==> src/tplru_pkg.sv <==
// Shared types and constants for the tree pseudo-LRU replacement core.
// No dependencies.
package tplru_pkg;

  localparam int unsigned SETS   = 2048;
  localparam int unsigned WAYS   = 16;
  localparam int unsigned DEPTH  = 4;            // floor(log2(WAYS))
  localparam int unsigned SET_W  = 11;           // set_index field width
  localparam int unsigned WAY_W  = 4;            // way and victim_way field width
  localparam int unsigned TREE_W = WAYS - 1;     // node bits per set
  localparam int unsigned NODE_W = 4;            // index into the node bits
  localparam int unsigned CLR_W  = SET_W + 1;    // clear sweep counter

  typedef enum logic {
    OP_QUERY = 1'b0,
    OP_TOUCH = 1'b1
  } op_e;

  typedef logic [TREE_W-1:0] tree_t;

  // Request held in the read stage while the tree word comes out of memory.
  typedef struct packed {
    op_e              op;
    logic [SET_W-1:0] set_index;
    logic [WAY_W-1:0] way;
  } req_t;

endpackage

==> src/tplru_tree.sv <==
// Tree walk for one set: victim lookup and touch update of the node bits.
// Depends on tplru_pkg.
module tplru_tree (
  input  tplru_pkg::tree_t                 bits_i,
  input  logic [tplru_pkg::WAY_W-1:0]      way_i,
  output logic [tplru_pkg::WAY_W-1:0]      victim_o,
  output tplru_pkg::tree_t                 bits_o
);

  logic [tplru_pkg::NODE_W-1:0] vnode;
  logic [tplru_pkg::NODE_W-1:0] tnode;
  logic                         vb;
  logic                         tb;

  always_comb begin
    vnode    = '0;
    victim_o = '0;
    vb       = 1'b0;
    for (int unsigned i = 0; i < tplru_pkg::DEPTH; i++) begin
      vb       = bits_i[vnode];
      victim_o = {victim_o[tplru_pkg::WAY_W-2:0], vb};
      vnode    = {vnode[tplru_pkg::NODE_W-2:0], 1'b0} + tplru_pkg::NODE_W'(1)
                 + tplru_pkg::NODE_W'(vb);
    end
  end

  // Each node on the path points away from the touched way.
  always_comb begin
    tnode  = '0;
    bits_o = bits_i;
    tb     = 1'b0;
    for (int unsigned i = 0; i < tplru_pkg::DEPTH; i++) begin
      tb            = way_i[tplru_pkg::DEPTH-1-i];
      bits_o[tnode] = ~tb;
      tnode         = {tnode[tplru_pkg::NODE_W-2:0], 1'b0} + tplru_pkg::NODE_W'(1)
                      + tplru_pkg::NODE_W'(tb);
    end
  end

endmodule

==> config.mk <==
export PLATFORM = sky130hd
export DESIGN_NAME = tplru_tree
export DESIGN_NICKNAME = d
export VERILOG_FILES = /design/src/tplru_pkg.sv /design/src/tplru_tree.sv
export SDC_FILE = /design/constraint.sdc
export NUM_CORES = 1
export LEC_CHECK = 0
export ABC_AREA = 0
export BUFFER_PORTS_ARGS = -buffer_cell sky130_fd_sc_hd__buf_2
export CAP_MARGIN = 10
export CORE_MARGIN = 2
export CORE_UTILIZATION = 45
export DETAILED_ROUTE_END_ITERATION = 6
export GPL_ROUTABILITY_DRIVEN = 0
export PLACE_DENSITY = 0.83
export SYNTH_ARGS = -nofsm -noshare
export SYNTH_HDL_FRONTEND = slang
export SYNTH_SLANG_ARGS = --single-unit
export TNS_END_PERCENT = 5
==> constraint.sdc <==
create_clock -name vclk -period 2.7
set_input_delay 0.405 -clock vclk [all_inputs]
set_output_delay 0.405 -clock vclk [all_outputs]
set_load 0.05 [all_outputs]
# After elaboration in Yosys (flattened, before gate mapping)
# Index checks and enable logic that the tools add are counted.
# classes
magnitude_cmp	9
add_sub_neg	10
muxes	15
n_reduce_logical	3
bitwise_logic	4
# ops
cell	n
bitwise mux 15 bit	3
less-than comparator 4 x 5 -> 1 bit (second input constant)	4
adder 4 x 1 -> 4 bit	4
binary-select mux 1 bit (select 4 bit)	3
demux 1 bit (select 4 bit)	3
less-than comparator 2 x 5 -> 1 bit (second input constant)	2
adder 3 x 1 -> 4 bit (second input constant)	2
adder 4 x 1 -> 4 bit (second input constant)	2
>= comparator 4 x 1 -> 1 bit (second input constant)	2
2-to-1 mux 1 bit	6
adder 1 x 1 -> 2 bit (first input constant)	2
inverter 1 bit	4
logical AND 1 bit	3
>= comparator 2 x 1 -> 1 bit (second input constant)	1
# word_totals
wordCells	41
output_inout_bits	19
reg_bits	0
in_bits	19

# Logic depth before layout (Yosys ltp)
# Gate-level depths: netlist of the first run.
# depth
word_depth	10
mapped_depth	9
ltp_nobuf	8

# Least setup slack after synthesis of the first run
# No wires, ideal clock.
# synth_path
path_type	input port to output port
start	in way_i[3] in the netlist's numbering
end	out bits_o[14]
setup_slack_ns	-0.396
t_arrival_ns	2.691
stages	5
path_buffers	1
required_time_ns	2.295
cell_sequence	inv_1 ha_1 buf_2 xor2_1 o41ai_1
# synth_via
elab_chain_cells	10
elab_cells_between_ends	23
classes_between	5 x add/sub; 6 x order compare; 9 x mux; 3 x reduce/logical
# synth_rtl
item	line	source
from (decl)	tplru_tree.sv:5	input logic [tplru_pkg::WAY_W-1:0] way_i,
adder 1 x 1 -> 2 bit *	tplru_tree.sv:36	+ tplru_pkg::NODE_W'(tb);
adder 3 x 1 -> 4 bit	tplru_tree.sv:35	tnode = {tnode[tplru_pkg::NODE_W-2:0], 1'b0} + tplru_pkg::NODE_W'(1)
adder 4 x 1 -> 4 bit	tplru_tree.sv:36	
adder 4 x 1 -> 4 bit	tplru_tree.sv:35	
adder 4 x 1 -> 4 bit	tplru_tree.sv:36	
less-than comparator 4 x 5 -> 1 bit (implied by the code) / >= comparator 4 x 1 -> 1 bit (equally long branches)	tplru_tree.sv:34	bits_o[tnode] = ~tb;
logical AND 1 bit (implied by the code)	tplru_tree.sv:34	
2-to-1 mux 1 bit (implied by the code)	tplru_tree.sv:34	
demux 1 bit (select 4 bit)	tplru_tree.sv:34	
bitwise mux 15 bit *	tplru_tree.sv:34	
to (decl)	tplru_tree.sv:7	output tplru_pkg::tree_t bits_o
# Every way passes the cells marked *; elsewhere a longest branch is shown, timed or not.

# Final worst setup path of the first run
# layout_path
start	in way_i[3] in the netlist's numbering
end	out bits_o[5]
# The elaborated chain is that of the path after synthesis.

==> results of run 1 <==
## worst max-delay path by stage
stage / from / to / slack [ns] / cells past startpoint
4_1_cts: way_i[3] / bits_o[5] / 0.13 / 8
6_report: way_i[3] / bits_o[5] / 0.07 / 8
5_1_grt: way_i[3] / bits_o[5] / -0.02 / 9
3_5_place_dp: way_i[3] / bits_o[5] / 0.14 / 8
3_3_place_gp: way_i[3] / bits_o[10] / 0.20 / 9
2_1_floorplan: way_i[3] / bits_o[5] / -0.16 / 6
## power by group through the flow
| stage | combinational, uW | clock [uW] | sequential (uW) |
|---|---|---|---|
| 6_report | 264 | 0 | 0 |
| 5_1_grt | 285 | 0 | 0 |
| 4_1_cts | 260 | 0 | 0 |
| 3_5_place_dp | 259 | 0 | 0 |
| 3_3_place_gp | 254 | 0 | 0 |
| 2_1_floorplan | 200 | 0 | 0 |
## through the flow
step           cells  hold slack [ns]
2_1_floorplan    101           0.9771
3_3_place_gp     151            1.168
3_5_place_dp     151            1.175
4_1_cts          151            1.174
5_1_grt          151            1.183
6_report         151            1.170
## layout by cell type, fill, tap and decap left out, drive strengths merged
cell type  netlist  layout
a211oi           2       2
a21oi            6       6
a221oi           1       1
a2bb2oi          1       1
a311oi           1       1
a31o             1       1
buf              3      38
clkbuf           2       2
ha               7       7
inv             12      12
mux2             3       3
mux2i            9       9
nand2           15      15
nand2b           1       1
nand3            6       6
nor2             5       5
nor2b            3       3
nor3             3       3
o211ai           2       2
o21ai           10      10
o22ai            1       1
o2bb2ai          1       1
o31ai            1       1
o41ai            1       1
or3              2       2
xor2             2       2
## final cells by class
type / count / area share, %
timing repair buffer: 40 / 24.45
inverter: 12 / 5.240
multi-input combinational: 84 / 68.12
tap: 15 / 2.183
## cell families after synthesis
group                      share of synthesized area, %
muxes                                             19.81
xor gates and xnor gates                          2.719
adders and majority gates                         13.59
and+or+nand+nor                                   25.24
AOI/OAI and AO/OA                                 27.38
buffers and inverters                             11.26
## routing by layer
| layer | share of wire [%] | vias to the layer above |
|---|---|---|
| li1 | - | 430 |
| met3 | 5.6 | 4 |
| met4 | 1.6 | 0 |
| met5 | 0 | - |
| met1 | 43 | 377 |
| met2 | 49 | 29 |
==> reports/qor.yml, run 1 <==
seq_cells: 0
register_area_um2: 0
status: "completed"
hp-start: "bits_i[0]"
die_h_um: 41.84
grt_pass1_vias: 695
met1_usage_pct: 28.09
synth.avg_cell_area_um2: 6.380
min_period_ns: 2.629
drt-total-wl_mm: 1.888
use_met3_pct: 0
cap_violations: 0
die_w_um: 41.84
netlist-cell-type-count: 30
post-route-util_pct: 65.24
grt_max_degree: 13
place_area_um2: 848.3
final.setup.tns_ns: 0
via_per_inst: 5.563
top_usage_layer: "met2"
power_density_nw_per_um2: 307.5
power_switching_uw: 181.7
postSynthCellCount: 101
seq_area_frac_synth_pct: 0
grt_usage_pct: 21.28
netlist_top_cells_count: "15 x nand2_1, 12 x inv_1, 9 x o21ai_0, 8 x mux2i_1, 7 x ha_1"
ioPinCount: 38
critPathBufInv: 3
yosys.area.top_type: "ha_1"
fillers: 136
synth_top_area_share_pct: 13.59
switching_share_pct: 68.75
overflow: 0
core_area_um2: 1318
antenna_found_initial: 0
yosysMostFrequentCell: "nand2_1"
drtAntennaViolNets: 0
place_ws_ns: 0.1436
cp_max_fo: 6
setup_viol: 0
slowest_stage: "ha_1"
drive_above_1_share_pct: 35.29
power.internal_uw: 82.59
met2_usage_pct: 38.13
seqPwrFrac_pct: 0
drtIter0Drc: 8
total_power_uw: 264.3
timing_worst_setup_path_type: "in2out"
leakage_uw: 0.0004595
drv_slew: 0
final_area_um2: 859.6
multi_input_area_um2: 585.6
holdBufCountCts: 0
drc: 0
hold_violations: 0
diodes: 0
start_util_pct: 48.91
cts_setup_buffers: 0
tightest_slew_ns: 0.4209
grt_first_pass_wirelength_mm: 3.084
rsz0062_at_grt: "yes"
cp.required_ns: 2.30
synth_area_leaders: "ha_1 14%, mux2i_1 12%, nand2_1 8.7%"
dp_hpwl_mm: 1.570
syn_nets: 127
min_path_type: "in2out"
crit_arrival_ns: 2.22
fp-row-count: 13
cp_top_family: "simple AND/OR/NAND/NOR gates"
min_delay_path_depth: 2
fin_ws_ns: 0.07112
yosysWarningCount: 0
cp-start-kind: "input port"
drt_pass1_iterations: 4
max_clock_freq_mhz: 380.4
slew_headroom_pct: 71.84
p_comb_share_pct: 100.0
port_buffers: 38
vias: 840
critical_path.max_stage_delay_ns: 0.35
end_kind: "output pin"
min_to: "victim_o[3]"
final_nets: 164
timing.final.crit_share_pct: 97.37
cts_resized: 0
ir_worst_vdd_mv: 0.1462
wl_per_cell_um: 12.50
synth_area_um2: 644.4
clkbuf_count: 0
path_cells: "buf_2 > inv_1 > ha_1 > nand2b_1 > nor2_1 > nor3_1 > a211oi_1 > clkbuf_4"
clockPowerShare_pct: 0
areaGrowthSynthToFinish_pct: 33.40
die_area_um2: 1751
(Power assumes the default switching activity.)
==> run 2: changes to the inputs <==
- CORE_UTILIZATION: 45 -> 47
- PLACE_DENSITY: 0.83 -> 0.87
- SLEW_MARGIN: default -> 20
==> reports/qor.yml, run 2 (synthesis gave the netlist of run 1 again) <==
status: "completed"
register_area_um2: 0  # unchanged
start_util_pct: 50.15  # +1.2 points
drtIter0Drc: 19  # +11
hold_violations: 0  # unchanged
drtAntennaViolNets: 0  # unchanged
crit_arrival_ns: 2.11  # -0.11 ns
dp_hpwl_mm: 1.498  # -4.6%
end_kind: "output pin"
die_h_um: 41.03  # -1.9%
total_power_uw: 259.7  # -1.8%
timing_worst_setup_path_type: "in2out"
grt_max_degree: 13  # unchanged
slew_headroom_pct: 71.58  # -0.26 points
power_switching_uw: 179.6  # -1.2%
drt_pass1_iterations: 4  # unchanged
rsz0062_at_grt: "no"
p_comb_share_pct: 100.0  # about the same
fin_ws_ns: 0.1866  # +0.1155 ns
drv_slew: 0  # unchanged
grt_first_pass_wirelength_mm: 2.421  # -21%
hp-start: "bits_i[0]"
final_common_cell: "buf_2"
power_density_nw_per_um2: 303.4  # -1.3%
leakage_uw: 0.0004667  # +1.6%
ioPinCount: 38  # unchanged
cp_max_fo: 4  # -2
slowest_stage: "or3_4"
critical_path.max_stage_delay_ns: 0.41  # +0.06 ns
drc: 0  # unchanged
die_area_um2: 1683  # -3.9%
mostFrequentLayoutCells: "38 x buf_2, 15 x nand2_1, 12 x inv_1"
cts_resized: 0  # unchanged
seq_cells: 0  # unchanged
port_buffers: 38  # unchanged
timing.final.crit_share_pct: 93.09  # -4.3 points
overflow: 0  # unchanged
max_clock_freq_mhz: 397.9  # +4.6%
areaGrowthSynthToFinish_pct: 32.82
power.internal_uw: 80.05  # -3.1%
min_period_ns: 2.513  # -0.1155 ns
fp-row-count: 13  # unchanged
clkbuf_count: 0  # unchanged
seqPwrFrac_pct: 0  # unchanged
startpoint: "bits_i[2]"
drive_above_1_share_pct: 34.31  # -0.99 points
cp.required_ns: 2.30  # about the same
die_w_um: 41.03  # -1.9%
cts_setup_buffers: 0  # unchanged
holdBufCountCts: 0  # unchanged
ir_worst_vdd_mv: 0.1536  # +5.1%
setup_viol: 0  # unchanged
grt_usage_pct: 20.56  # -0.72 points
final_nets: 165  # +0.61%
via_per_inst: 5.553  # -0.18%
drt-total-wl_mm: 1.793  # -5.0%
final.setup.tns_ns: 0  # unchanged
cp-start-kind: "input port"
core_area_um2: 1285  # -2.5%
min_path_type: "in2out"
clockPowerShare_pct: 0  # unchanged
vias: 844  # +0.48%
wl_per_cell_um: 11.80  # -5.7%
grt_pass1_vias: 589  # -15%
cap_violations: 0  # unchanged
antenna_found_initial: 0  # unchanged
post-route-util_pct: 66.60  # +1.4 points
path_cells: "buf_2 > mux2i_1 > mux2i_2 > ha_1 > or3_4 > a21oi_1 > o22ai_1 > a21oi_1 > buf_2"
fin_hold_ws_ns: 1.170  # +0.00006000 ns
diodes: 0  # unchanged
tightest_slew_ns: 0.4249  # +0.003911 ns
place_ws_ns: 0.1901  # +0.04654 ns
switching_share_pct: 69.17  # +0.42 points
## run 2: changes by cell type in the layout (fill, tap and decap cells not counted)
cell and delta:
ha_2 -1, clkbuf_4 -2, mux2i_2 -1, buf_2 +2
ha_1 +1, buf_4 +1, mux2i_1 +1
## run 2: per-stage QoR
stage / cell area, um2 / cells
2_1_floorplan: 651.9 / 101
3_3_place_gp: 855.8 / 152
3_5_place_dp: 855.8 / 152
4_1_cts: 855.8 / 152
5_1_grt: 855.8 / 152
6_report: 855.8 / 152
## run 2: worst paths after layout
check           to  depth (start not counted)  slack, ns
max    victim_o[0]                          9       0.19
min    victim_o[3]                          2       1.17
## run 2: layer usage
layer	GRT usage (%)	up-vias	part of all wire, %
met2	37.11	32	50
met4	0	0	0
met1	28.30	382	44
met3	0.5435	0	6.6
li1	-	430	-
met5	0	-	0
## run 2: power groups by stage
stage | Clock [uW] | Combinational [uW] | Sequential (uW)
final | 0 | 260 | 0
after global routing | 0 | 279 | 0
after CTS | 0 | 259 | 0
after detailed placement | 0 | 259 | 0
after global placement | 0 | 255 | 0
after floorplan | 0 | 200 | 0
## run 2: critical path, delay by kind of cell
kind / cells / cell delay (ns)
AO/OA/AOI/OAI: 3 / 0.34
AND/OR/NAND/NOR: 1 / 0.41
adder cells (fa/ha/maj): 1 / 0.20
multiplexers: 2 / 0.37
buffers and inverters: 2 / 0.38
## run 2: cell type report
class	instances	area [um2]
Multi-Input combinational cell	84	579.3
Inverter	12	45.04
Tap cell	15	18.77
Timing Repair Buffer	41	212.7
Fill cell	118	429.2
